$ cat src/sv/bsar_pkg.sv
// Shared codes, widths and the result word for the deadlock-avoidance block.
// No dependencies; every other file imports this package.
`default_nettype none

package bsar_pkg;

  localparam int CMD_W  = 3;
  localparam int STAT_W = 3;
  localparam int IDX_W  = 4;
  localparam int AMT_W  = 8;
  localparam int SEQ_W  = 4;
  localparam int CFG_W  = 5;

  localparam logic [CMD_W-1:0] CMD_WR_ALLOC = 3'd0;
  localparam logic [CMD_W-1:0] CMD_WR_MAX   = 3'd1;
  localparam logic [CMD_W-1:0] CMD_WR_AVAIL = 3'd2;
  localparam logic [CMD_W-1:0] CMD_REQUEST  = 3'd3;
  localparam logic [CMD_W-1:0] CMD_CHECK    = 3'd4;

  localparam logic [STAT_W-1:0] ST_STORED   = 3'd0;
  localparam logic [STAT_W-1:0] ST_SAFE     = 3'd1;
  localparam logic [STAT_W-1:0] ST_UNSAFE   = 3'd2;
  localparam logic [STAT_W-1:0] ST_EXCEEDS  = 3'd3;
  localparam logic [STAT_W-1:0] ST_UNAVAIL  = 3'd4;
  localparam logic [STAT_W-1:0] ST_BAD_PROC = 3'd5;

  localparam logic CFG_NUM_PROC = 1'b0;
  localparam logic CFG_NUM_RES  = 1'b1;

  typedef struct packed {
    logic [STAT_W-1:0] status;
    logic [SEQ_W-1:0]  seq;
    logic              last;
  } out_word_t;

endpackage

`default_nettype wire

$ cat src/sv/bsar_out_reg.sv
// Output register for result words with a valid/ready handshake.
// Depends on bsar_pkg for the result word type.
`default_nettype none

module bsar_out_reg (
  input  logic                clk,
  input  logic                rst,
  input  logic                load,
  input  bsar_pkg::out_word_t word,
  output logic                valid,
  input  logic                ready,
  output bsar_pkg::out_word_t word_q
);
  import bsar_pkg::*;

  always_ff @(posedge clk) begin
    if (rst) begin
      valid <= 1'b0;
    end else if (load) begin
      valid <= 1'b1;
    end else if (ready) begin
      valid <= 1'b0;
    end
  end

  always_ff @(posedge clk) begin
    if (load) begin
      word_q <= word;
    end
  end

endmodule

`default_nettype wire

$ cat src/sv/bankers_safety_and_request_top.sv
// Deadlock-avoidance engine: allocation/maximum tables, request check and safety scan.
// Depends on bsar_pkg and bsar_out_reg.
`default_nettype none

// A table or available write, a non-final request element or a refused bad process
// answers with one word, loaded into the output register when it is accepted. A final
// request element walks the m resources in use once to check need and availability,
// once to grant and once to load the work vector; the safety scan then takes up to n
// passes over n processes. Each process index visited is one step, each unfinished
// process is tested by a walk over its resources, and each process that can finish
// releases its allocation into the work vector by another walk. A safe result streams
// n words, each read from the order memory and then loaded into the output register;
// an unsafe one after a request first rolls the grant back over the m resources.
// All tables sit in synchronous memories with one read port, so each step of a walk
// is one memory read and the safety scan dominates the time taken.
// The next word is taken only after the current one ends.
module bankers_safety_and_request_top #(
  parameter int MAX_PROCESSES = 16,
  parameter int MAX_RESOURCES = 16,
  parameter int COUNT_WIDTH   = 8
) (
  input  logic                          clk,
  input  logic                          rst,
  input  logic                          cfg_write,
  input  logic                          cfg_index,
  input  logic [bsar_pkg::CFG_W-1:0]    cfg_data,
  input  logic                          in_valid,
  output logic                          in_ready,
  input  logic [bsar_pkg::CMD_W-1:0]    command,
  input  logic [bsar_pkg::IDX_W-1:0]    process,
  input  logic [bsar_pkg::IDX_W-1:0]    resource,
  input  logic [bsar_pkg::AMT_W-1:0]    amount,
  input  logic                          final_element,
  output logic                          out_valid,
  input  logic                          out_ready,
  output logic [bsar_pkg::STAT_W-1:0]   status,
  output logic [bsar_pkg::SEQ_W-1:0]    sequence_process,
  output logic                          last
);
  import bsar_pkg::*;

  localparam int PW    = (MAX_PROCESSES > 1) ? $clog2(MAX_PROCESSES) : 1;
  localparam int NW    = $clog2(MAX_PROCESSES + 1);
  localparam int RI    = (MAX_RESOURCES > 1) ? $clog2(MAX_RESOURCES) : 1;
  localparam int CJ    = $clog2(MAX_RESOURCES + 1);
  localparam int DEPTH = MAX_PROCESSES * MAX_RESOURCES;
  localparam int AW    = $clog2(DEPTH);
  localparam int CW    = COUNT_WIDTH;
  localparam int WW    = CW + PW + 1;

  typedef enum logic [9:0] {
    S_IDLE     = 10'b0000000001,
    S_REQ      = 10'b0000000010,
    S_GRANT    = 10'b0000000100,
    S_WINIT    = 10'b0000001000,
    S_SCAN_I   = 10'b0000010000,
    S_TEST     = 10'b0000100000,
    S_ADD      = 10'b0001000000,
    S_UNDO     = 10'b0010000000,
    S_EMIT_RD  = 10'b0100000000,
    S_EMIT_PUT = 10'b1000000000
  } state_t;

  state_t state;

  logic [CFG_W-1:0] num_processes, num_resources;
  logic [NW-1:0]    n_use;
  logic [CJ-1:0]    m_use;

  logic [PW-1:0]    p_reg;
  logic             is_req, flag_exc, flag_unav, flag_fail, found;
  logic [NW-1:0]    i_idx, count, k;
  logic [MAX_PROCESSES-1:0] finished;
  logic [CJ-1:0]    rj;
  logic             dv;
  logic [RI-1:0]    dj;
  logic [MAX_RESOURCES-1:0] req_set;

  // Memories and their registered read data.
  logic [CW-1:0] alloc_mem [DEPTH];
  logic [CW-1:0] max_mem   [DEPTH];
  logic [CW-1:0] avail_mem [MAX_RESOURCES];
  logic [WW-1:0] work_mem  [MAX_RESOURCES];
  logic [CW-1:0] req_mem   [MAX_RESOURCES];
  logic [PW-1:0] so_mem    [MAX_PROCESSES];

  logic [CW-1:0] a_rd, m_rd, v_rd, r_rd;
  logic [WW-1:0] w_rd;
  logic          r_vld;
  logic [PW-1:0] so_rd;

  logic          acc, phase_on, issue, last_j;
  logic [PW-1:0] row, prow;
  logic [RI-1:0] col, rcol;
  logic [AW-1:0] rd_addr, ph_addr, in_addr;
  logic [PW+3:0] px;
  logic [RI+3:0] rx;
  logic [CW+7:0] amt_x;
  logic [CW-1:0] amt, r_eff;
  logic          ok_p, ok_r, bad_p;
  logic          cur_exc, cur_unav, cur_fail, exc_any, unav_any, fail_any;
  logic          i_at_end, fin_i, count_done, k_last;
  logic [PW+3:0] sox;

  logic          a_we, m_we, v_we, w_we, r_we, so_we, req_clear;
  logic [AW-1:0] a_waddr;
  logic [CW-1:0] a_wdata, v_wdata;
  logic [WW-1:0] w_wdata;
  logic [RI-1:0] v_waddr, w_waddr;

  logic      out_load;
  out_word_t out_word, out_q;

  // Register values out of range act as the nearest legal count.
  always_comb begin
    if (num_processes == '0) begin
      n_use = NW'(1);
    end else if (32'(num_processes) > MAX_PROCESSES) begin
      n_use = NW'(MAX_PROCESSES);
    end else begin
      n_use = NW'(num_processes);
    end
    if (num_resources == '0) begin
      m_use = CJ'(1);
    end else if (32'(num_resources) > MAX_RESOURCES) begin
      m_use = CJ'(MAX_RESOURCES);
    end else begin
      m_use = CJ'(num_resources);
    end
  end

  assign acc      = in_valid && in_ready;
  assign in_ready = (state == S_IDLE) && (!out_valid || out_ready);

  assign px    = {PW'(0), process};
  assign rx    = {RI'(0), resource};
  assign prow  = px[PW-1:0];
  assign rcol  = rx[RI-1:0];
  assign amt_x = {CW'(0), amount};
  assign amt   = amt_x[CW-1:0];
  assign ok_p  = 32'(process) < MAX_PROCESSES;
  assign ok_r  = 32'(resource) < MAX_RESOURCES;
  assign bad_p = 32'(process) >= 32'(n_use);

  assign in_addr = AW'(prow) * AW'(MAX_RESOURCES) + AW'(rcol);

  // Each walk issues one column read per cycle; its data comes back in the next cycle.
  assign phase_on = (state == S_REQ) || (state == S_GRANT) || (state == S_WINIT) ||
                    (state == S_TEST) || (state == S_ADD) || (state == S_UNDO);
  assign issue    = phase_on && (rj < m_use);
  assign col      = rj[RI-1:0];
  assign row      = ((state == S_TEST) || (state == S_ADD)) ? i_idx[PW-1:0] : p_reg;
  assign rd_addr  = AW'(row) * AW'(MAX_RESOURCES) + AW'(col);
  assign ph_addr  = AW'(row) * AW'(MAX_RESOURCES) + AW'(dj);
  assign last_j   = dv && ((CJ'(dj) + CJ'(1)) == m_use);

  assign r_eff    = r_vld ? r_rd : '0;
  assign cur_exc  = dv && (({1'b0, r_eff} + {1'b0, a_rd}) > {1'b0, m_rd});
  assign cur_unav = dv && (r_eff > v_rd);
  assign cur_fail = dv && ((WW+1)'(m_rd) > ((WW+1)'(w_rd) + (WW+1)'(a_rd)));
  assign exc_any  = flag_exc | cur_exc;
  assign unav_any = flag_unav | cur_unav;
  assign fail_any = flag_fail | cur_fail;

  assign i_at_end   = (i_idx == n_use);
  assign fin_i      = finished[i_idx[PW-1:0]];
  assign count_done = ((count + NW'(1)) == n_use);
  assign k_last     = ((k + NW'(1)) == n_use);

  assign sox = {4'b0, so_rd};

  // Memory write ports and the result word.
  always_comb begin
    a_we      = 1'b0;
    a_waddr   = in_addr;
    a_wdata   = amt;
    m_we      = 1'b0;
    v_we      = 1'b0;
    v_waddr   = rcol;
    v_wdata   = amt;
    w_we      = 1'b0;
    w_waddr   = dj;
    w_wdata   = WW'(v_rd);
    r_we      = 1'b0;
    so_we     = 1'b0;
    req_clear = 1'b0;
    out_load  = 1'b0;
    out_word  = '{status: ST_STORED, seq: '0, last: 1'b1};
    case (state)
      S_IDLE: begin
        if (acc) begin
          case (command)
            CMD_WR_ALLOC: begin
              a_we     = ok_p && ok_r;
              out_load = 1'b1;
            end
            CMD_WR_MAX: begin
              m_we     = ok_p && ok_r;
              out_load = 1'b1;
            end
            CMD_WR_AVAIL: begin
              v_we     = ok_r;
              out_load = 1'b1;
            end
            CMD_REQUEST: begin
              r_we = ok_r;
              if (!final_element) begin
                out_load = 1'b1;
              end else if (bad_p) begin
                out_load        = 1'b1;
                out_word.status = ST_BAD_PROC;
                req_clear       = 1'b1;
              end
            end
            default: ;
          endcase
        end
      end
      S_REQ: begin
        if (last_j && (exc_any || unav_any)) begin
          out_load        = 1'b1;
          out_word.status = exc_any ? ST_EXCEEDS : ST_UNAVAIL;
          req_clear       = 1'b1;
        end
      end
      S_GRANT: begin
        a_we    = dv;
        a_waddr = ph_addr;
        a_wdata = a_rd + r_eff;
        v_we    = dv;
        v_waddr = dj;
        v_wdata = v_rd - r_eff;
      end
      S_WINIT: begin
        w_we = dv;
      end
      S_SCAN_I: begin
        if (i_at_end && !found && !is_req) begin
          out_load        = 1'b1;
          out_word.status = ST_UNSAFE;
        end
      end
      S_ADD: begin
        w_we    = dv;
        w_wdata = w_rd + WW'(a_rd);
        so_we   = last_j;
        req_clear = last_j && count_done && is_req;
      end
      S_UNDO: begin
        a_we    = dv;
        a_waddr = ph_addr;
        a_wdata = a_rd - r_eff;
        v_we    = dv;
        v_waddr = dj;
        v_wdata = v_rd + r_eff;
        if (last_j) begin
          out_load        = 1'b1;
          out_word.status = ST_UNSAFE;
          req_clear       = 1'b1;
        end
      end
      S_EMIT_PUT: begin
        out_load = 1'b1;
        out_word = '{status: ST_SAFE, seq: sox[3:0], last: k_last};
      end
      default: ;
    endcase
  end

  always_ff @(posedge clk) begin
    if (a_we) begin
      alloc_mem[a_waddr] <= a_wdata;
    end
    a_rd <= alloc_mem[rd_addr];
  end

  always_ff @(posedge clk) begin
    if (m_we) begin
      max_mem[in_addr] <= amt;
    end
    m_rd <= max_mem[rd_addr];
  end

  always_ff @(posedge clk) begin
    if (v_we) begin
      avail_mem[v_waddr] <= v_wdata;
    end
    v_rd <= avail_mem[col];
  end

  always_ff @(posedge clk) begin
    if (w_we) begin
      work_mem[w_waddr] <= w_wdata;
    end
    w_rd <= work_mem[col];
  end

  always_ff @(posedge clk) begin
    if (r_we) begin
      req_mem[rcol] <= amt;
    end
    r_rd  <= req_mem[col];
    r_vld <= req_set[col];
  end

  always_ff @(posedge clk) begin
    if (so_we) begin
      so_mem[count[PW-1:0]] <= i_idx[PW-1:0];
    end
    so_rd <= so_mem[k[PW-1:0]];
  end

  // Request elements never written since the last final element read as zero.
  always_ff @(posedge clk) begin
    if (rst) begin
      req_set <= '0;
    end else if (req_clear) begin
      req_set <= '0;
    end else if (r_we) begin
      req_set[rcol] <= 1'b1;
    end
  end

  always_ff @(posedge clk) begin
    if (rst) begin
      state         <= S_IDLE;
      num_processes <= CFG_W'(1);
      num_resources <= CFG_W'(1);
      rj            <= '0;
      dv            <= 1'b0;
      is_req        <= 1'b0;
      flag_exc      <= 1'b0;
      flag_unav     <= 1'b0;
      flag_fail     <= 1'b0;
      found         <= 1'b0;
      i_idx         <= '0;
      count         <= '0;
      k             <= '0;
      finished      <= '0;
    end else begin
      if (cfg_write) begin
        if (cfg_index == CFG_NUM_PROC) begin
          num_processes <= cfg_data;
        end else begin
          num_resources <= cfg_data;
        end
      end
      dv <= issue;
      if (issue) begin
        rj <= rj + CJ'(1);
      end
      case (state)
        S_IDLE: begin
          if (acc && (command == CMD_REQUEST) && final_element && !bad_p) begin
            p_reg     <= prow;
            is_req    <= 1'b1;
            flag_exc  <= 1'b0;
            flag_unav <= 1'b0;
            state     <= S_REQ;
          end else if (acc && (command == CMD_CHECK)) begin
            is_req <= 1'b0;
            state  <= S_WINIT;
          end
        end
        S_REQ: begin
          if (dv) begin
            flag_exc  <= exc_any;
            flag_unav <= unav_any;
          end
          if (last_j) begin
            rj    <= '0;
            dv    <= 1'b0;
            state <= (exc_any || unav_any) ? S_IDLE : S_GRANT;
          end
        end
        S_GRANT: begin
          if (last_j) begin
            rj    <= '0;
            dv    <= 1'b0;
            state <= S_WINIT;
          end
        end
        S_WINIT: begin
          if (last_j) begin
            rj       <= '0;
            dv       <= 1'b0;
            i_idx    <= '0;
            count    <= '0;
            found    <= 1'b0;
            finished <= '0;
            state    <= S_SCAN_I;
          end
        end
        S_SCAN_I: begin
          if (i_at_end) begin
            if (!found) begin
              state <= is_req ? S_UNDO : S_IDLE;
            end else begin
              found <= 1'b0;
              i_idx <= '0;
            end
          end else if (fin_i) begin
            i_idx <= i_idx + NW'(1);
          end else begin
            flag_fail <= 1'b0;
            state     <= S_TEST;
          end
        end
        S_TEST: begin
          if (dv) begin
            flag_fail <= fail_any;
          end
          if (last_j) begin
            rj <= '0;
            dv <= 1'b0;
            if (fail_any) begin
              i_idx <= i_idx + NW'(1);
              state <= S_SCAN_I;
            end else begin
              state <= S_ADD;
            end
          end
        end
        S_ADD: begin
          if (last_j) begin
            rj                       <= '0;
            dv                       <= 1'b0;
            finished[i_idx[PW-1:0]]  <= 1'b1;
            found                    <= 1'b1;
            count                    <= count + NW'(1);
            i_idx                    <= i_idx + NW'(1);
            if (count_done) begin
              k     <= '0;
              state <= S_EMIT_RD;
            end else begin
              state <= S_SCAN_I;
            end
          end
        end
        S_UNDO: begin
          if (last_j) begin
            rj    <= '0;
            dv    <= 1'b0;
            state <= S_IDLE;
          end
        end
        S_EMIT_RD: begin
          // The order memory is read here; the word is loaded next cycle once
          // the output register is known to be free.
          if (!out_valid || out_ready) begin
            state <= S_EMIT_PUT;
          end
        end
        S_EMIT_PUT: begin
          k     <= k + NW'(1);
          state <= k_last ? S_IDLE : S_EMIT_RD;
        end
        default: begin
          state <= S_IDLE;
        end
      endcase
    end
  end

  always_ff @(posedge clk) begin
    dj <= col;
  end

  bsar_out_reg u_out (
    .clk    (clk),
    .rst    (rst),
    .load   (out_load),
    .word   (out_word),
    .valid  (out_valid),
    .ready  (out_ready),
    .word_q (out_q)
  );

  assign status           = out_q.status;
  assign sequence_process = out_q.seq;
  assign last             = out_q.last;

endmodule

`default_nettype wire
$ cat config.mk
export PLATFORM = sky130hd
export DESIGN_NAME = bankers_safety_and_request_top
export DESIGN_NICKNAME = d
export VERILOG_FILES = /design/src/sv/bsar_pkg.sv /design/src/sv/bsar_out_reg.sv /design/src/sv/bankers_safety_and_request_top.sv
export SDC_FILE = /design/constraint.sdc
export NUM_CORES = 2
export LEC_CHECK = 0
export BUFFER_PORTS_ARGS = -buffer_cell sky130_fd_sc_hd__buf_2
export CAP_MARGIN = 30
export CORE_AREA = 2 2 586 588
export DETAILED_ROUTE_END_ITERATION = 8
export DIE_AREA = 0 0 588 590
export PLACE_DENSITY_LB_ADDON = 0.2
export SLEW_MARGIN = 10
export SYNTH_ARGS = -nofsm -noshare
export SYNTH_HDL_FRONTEND = slang
export SYNTH_HIERARCHICAL = 1
export SYNTH_MEMORY_MAX_BITS = 65536
export SYNTH_SLANG_ARGS = --single-unit
$ cat constraint.sdc
create_clock -name clk -period 19.7 [get_ports clk]
set_input_delay 0 -clock clk [delete_from_list [all_inputs] [get_ports clk]]
set_output_delay 0 -clock clk [all_outputs]
set_load 0.05 [all_outputs]
After elaboration in Yosys (flattened, before gate mapping). Memory sizes are Yosys's and may differ from the RTL's. A register that Yosys moved wholly into a read port is not among the register bits. Index checks and enable logic that the tools add are counted.

Reduce and logical (&&, ||, !) cells: 57. Equal/unequal tests: 38. Bitwise operators: 7. Mux-type cells: 122. Order comparisons: 12. $add $sub $neg: 15.

Operators by type and width (count): $mux 10 (12); $pmux 10 s10 (1); $mux 5 (17); $mux 1 (52); $mux 16 (2); $or 16x16->16 (2); $pmux 16 s2 (1); $pmux 8 s2 (2); $ne 2x2->1 const B (14); $add 8x4->8 (3); $mux 8 (3); $mux 3 (7); $add 5x1->5 const B (4); $eq 5x5->1 (4); $pmux 5 s2 (2); $pmux 5 s4 (1); $logic_and 1x1->1 (18); $mux 9 (2); $add 8x8->8 (2); $sub 8x8->8 (2); $lt 4x5->1 const B (3); $pmux 3 s5 (1); $add 13x8->14 (1); $gt 8x14->1 (1); 52 further kinds (94).

Register bits: 96. Memories: 6. Word-level logic and storage cells: 279. RAM bits: 4624. Output and inout bits: 10.

Memory list: alloc_mem (words 256, width 8, read ports 1, clocked after memory_dff 1, write ports 1, line bankers_safety_and_request_top.sv:80) `logic [CW-1:0] alloc_mem [DEPTH];`; max_mem (words 256, width 8, read ports 1, clocked after memory_dff 1, write ports 1, line bankers_safety_and_request_top.sv:81) `logic [CW-1:0] max_mem [DEPTH];`; work_mem (words 16, width 13, read ports 1, clocked after memory_dff 1, write ports 1, line bankers_safety_and_request_top.sv:83) `logic [WW-1:0] work_mem [MAX_RESOURCES];`; avail_mem (words 16, width 8, read ports 1, clocked after memory_dff 1, write ports 1, line bankers_safety_and_request_top.sv:82) `logic [CW-1:0] avail_mem [MAX_RESOURCES];`; req_mem (words 16, width 8, read ports 1, clocked after memory_dff 1, write ports 1, line bankers_safety_and_request_top.sv:84) `logic [CW-1:0] req_mem [MAX_RESOURCES];`; so_mem (words 16, width 4, read ports 1, clocked after memory_dff 1, write ports 1, line bankers_safety_and_request_top.sv:85) `logic [PW-1:0] so_mem [MAX_PROCESSES];`.

Logic depth before layout (Yosys ltp).
Word-level depth: 10. Mapped depth: 21.

By module. Netlist, hierarchy kept.

Modules (own cells, without submodules): bankers_safety_and_request_top (area each 186403.8 um2, times used 1, sequential area each 141615.8 um2, cells each 8712); bsar_out_reg (area each 279.0 um2, times used 1, sequential area each 260.2 um2, cells each 12).

Worst setup path before layout. Ideal clock, no wire load.

Path type: register to register. Start: reg state[9]. End: mem alloc_mem[0][7] (netlist name), data pin. Period minus slack after synthesis: 15.166 ns. Stages on the path, launching flop included: 15. Arrival time: 12.979 ns. Setup slack: 4.534 ns. Library setup time: 2.187 ns. Data required time: 17.513 ns. Cells stage by stage: dfxtp_1 -> or4_4 -> nor3_1 -> and3_1 -> buf_2 -> clkbuf_1 -> nor2_1 -> xnor2_1 -> ha_1 -> a21o_1 -> a21o_1 -> a21o_1 -> a31oi_1 -> xnor2_1 -> o21ai_0.

Word-level cells in the longest chain between the ends: 2.

Ends and longest elaborated chain: from (decl) (line bankers_safety_and_request_top.sv:64) `state_t state;`; from (signal assigned) (line bankers_safety_and_request_top.sv:373) `state <= (exc_any || unav_any) ? S_IDLE : S_GRANT;`; from (signal assigned) (line bankers_safety_and_request_top.sv:397) `state <= is_req ? S_UNDO : S_IDLE;`; from (signal assigned) (line bankers_safety_and_request_top.sv:456) `state <= k_last ? S_IDLE : S_EMIT_RD;`; $eq 10x8->1 or $eq 10x3->1 (tied branches) (line bankers_safety_and_request_top.sv:189) `case (state)`; $pmux 8 s2 (*) (line bankers_safety_and_request_top.sv:189); via a_wdata[7] (line bankers_safety_and_request_top.sv:107) `logic [CW-1:0] a_wdata, v_wdata;`; to (decl) (line bankers_safety_and_request_top.sv:80).

The timed path passes the listed nets; every way through them passes the cells marked *.

Worst setup path in the final report.
Start: reg rj[0]. End: reg a_rd[1], read port of alloc_mem.

Word-level cells in the longest chain between the ends: 1.

Ends and longest elaborated chain: from (decl) (line bankers_safety_and_request_top.sv:74) `logic [CJ-1:0] rj;`; from (signal assigned) (line bankers_safety_and_request_top.sv:350) `rj <= rj + CJ'(1);`; $add 8x4->8 (line bankers_safety_and_request_top.sv:153) `assign rd_addr = AW'(row) * AW'(MAX_RESOURCES) + AW'(col);`; to (decl) (line bankers_safety_and_request_top.sv:87) `logic [CW-1:0] a_rd, m_rd, v_rd, r_rd;`.

No other way between the ends. A chain may end at the register's enable or synchronous reset.

==> impl_metrics.tcl <==
set metrics [dict create \
    globalRouteTotalUtil_pct 26.5 \
    num_vias 91608 \
    final_cell_mix "edfxtp_1 (4636), mux4_2 (1392), nor2_1 (865), clkbuf_16 (466), buf_4 (267)" \
    cts_tree "built" \
    maxCapViolCount 0 \
    hold_viol_final 0 \
    syn_area_um2 187000 \
    htree_num_levels 5 \
    ys_seq_area_share_pct 76.0 \
    area_growth_pct 12.4 \
    ios 41 \
    die_w_um 588 \
    hold_end "avail_mem[11][3]" \
    path_buf_inv 5 \
    final_common_cell "edfxtp_1" \
    first_pass_iters 7 \
    cts_setup_buffers 0 \
    place_hpwl_um 276000 \
    clkSinkCount 4769 \
    cp_top_family "buffers and inverters" \
    detail-route-antenna-nets 0 \
    synth_flop_cell "edfxtp_1" \
    drc 0 \
    fin_nets 9239 \
    r2r_end "a_rd[1]" \
    r2r_slack_ns 13.07 \
    yosysUniqueCellTypes 89 \
    leakagePower_uw 0.0637 \
    hold_depth 6 \
    status "finished clean" \
    grt_max_degree 233 \
    crit_chain "buf_12, buf_12, buf_12, buf_4, mux4_2, mux4_2, nor2_1, nor2_1, o22ai_1, nor4_1, buf_4" \
    p_total_uw 20800 \
    cp.depth 11 \
    die_h_um 590 \
    multiInputGateArea_um2 42800 \
    ctsHoldBuffers 54 \
    finalSetupViolations 0 \
    antenna_found_initial 17 \
    synth_cells 8724 \
    grt_pass1_wl_um 662000 \
    synthArstFlopShare_pct 0 \
    rsz0062_at_grt "false" \
    irDropWorstVdd_v 0.0000777 \
    clkTransAtPathRegs_ns 0.06 \
    ys_seq_elements 4769 \
    layout_setup_ws_ns 13.07 \
    drtIter0Drc 12560 \
    final_cells 14100 \
    yosysWarnings 6 \
    fmax_mhz 151 \
    fin_skew_ns 0.0544 \
    root_buffer "clkbuf_16" \
    start_util_pct 54.7 \
    relSlewSlack_pct 21.2 \
    gp_congestion 0.850 \
    p_per_area_nw_per_um2 99.3 \
    path_class "register to register" \
    syn_area_per_cell_um2 21.4 \
    fin_tns_setup_ns 0 \
    tightest_slew_ns 1.18 \
    clk_path_buf_depth 4 \
    arrival_ns 7.47 \
    synth_edf_count 4636 \
    ctsResizeCount 0 \
    cpMaxStageDelayCell "dfxtp_4" \
    layout-drive-gt1-share_pct 26.9 \
    start_kind "register" \
    coreArea_um2 341000 \
    maxSlewViolCount 0 \
    hold_slack_ns 0.0168 \
    clock_latency_ns 0.97 \
    regArea_um2 142000 \
    critPathCaptureType "register" \
    max_stage_delay_ns 0.80 \
    routed_wl_um 460000 \
    gr-total-overflow 0 \
    period_share_pct 33.6 \
    synth_nets 8831 \
    min_from "resource[2]" \
    port_buffers 40 \
    cpMostUsedCell "buf_12" \
    dieArea_um2 347000 \
    pre_cts_slack_ns 13.00 \
    hold_path_class "input pin to register" \
    largestRegisters "alloc_mem (2048), max_mem (2048), work_mem (208)" \
    via_per_inst 6.50 \
    n_fill_cell 23108 \
    r2r_start "rj[0]" \
    dpl.cell_count 13097 \
    num_rows 215 \
    layout_min_cycle_time_ns 6.63 \
    wl_per_cell_um 32.7 \
    cp.required_ns 20.55 \
    cts_buffers 459 \
    grt_pass1_vias 91787 \
    cp_max_fo 113 \
    reg2reg_depth 11 \
]
report_power, final:
| part | leakage (uW) | switching [uW] | internal (uW) |
|---|---|---|---|
| combinational | 0.0134 | 517 | 367 |
| clock | 0.00736 | 3760 | 5040 |
| sequential | 0.0429 | 25.1 | 11100 |
final cells by class:
type	instances	area share [%]
Sequential cell	4769	67.6
Multi-Input combinational cell	3407	20.4
Clock buffer	558	5.77
Tap cell	4557	2.72
Timing Repair Buffer	441	1.99
Clock inverter	302	1.41
Inverter	54	0.0966
Antenna cell	12	0.0143
metal layers:
layer | vias up | part of all wire [%] | track usage (%) | routed length [um]
met3 | 731 | 9.7 | 5.41 | 44600
met5 | - | 0.056 | 0 | 260
met1 | 49003 | 39 | 37.9 | 180000
li1 | 37218 | - | - | -
met4 | 12 | 2.8 | 7.40 | 12800
met2 | 4644 | 48 | 42.0 | 223000
worst max-delay path by stage:
stage               startpoint         endpoint  slack [ns]
floorplan             state[9]  alloc_mem[0][7]        4.53
global placement         rj[0]          a_rd[1]       13.04
detailed placement       rj[0]          a_rd[1]       13.00
CTS                      rj[0]          a_rd[1]       13.03
global route             rj[0]          a_rd[1]       12.64
finish                   rj[0]          a_rd[1]       13.07
worst register-to-register path: cells and delay by family, from the launching register on:
family,cells,cell delay [ns]
AOI/OAI and AO/OA,1,0.70
buffers and inverters,5,3.38
muxes,2,1.10
DFF,1,0.80
and+or+nand+nor,3,0.57
cell usage after synthesis, drive strengths merged (13+ instances only):
master	number	area share, %
mux2i	61	0.33
nand2	223	0.49
o31ai	13	0.065
inv	54	0.11
a31oi	20	0.067
nor3	28	0.084
or3	13	0.044
a21o	21	0.084
o21ai	63	0.17
nor2b	22	0.074
buf	195	0.50
nor2	868	1.7
a32oi	21	0.099
xor2	18	0.084
a21oi	86	0.23
o21a	23	0.092
clkbuf	299	0.60
dfxtp	133	1.4
a22oi	83	0.33
edfxtp	4636	75
o22ai	40	0.13
nor4	18	0.068
ha	73	0.49
and2	15	0.050
mux4	1392	17
nand3	83	0.23
xnor2	33	0.15
nand2b	16	0.054
logic make-up after synthesis:
| family | share of synthesized area (%) |
|---|---|
| flops | 76.0 |
| compound gates | 1.78 |
| fa+ha+maj | 0.532 |
| simple gates | 3.05 |
| xor+xnor | 0.264 |
| mux | 17.2 |
| buf+inv | 1.21 |
per-stage QoR:
stage / area (um2) / utilization, %
final: 210000 / 61.5
after global routing: 210000 / 61.5
after CTS: 209000 / 61.3
after detailed placement: 193000 / 56.7
after global placement: 193000 / 56.5
after floorplan: 187000 / -
Power figures use the tool's default switching activity.
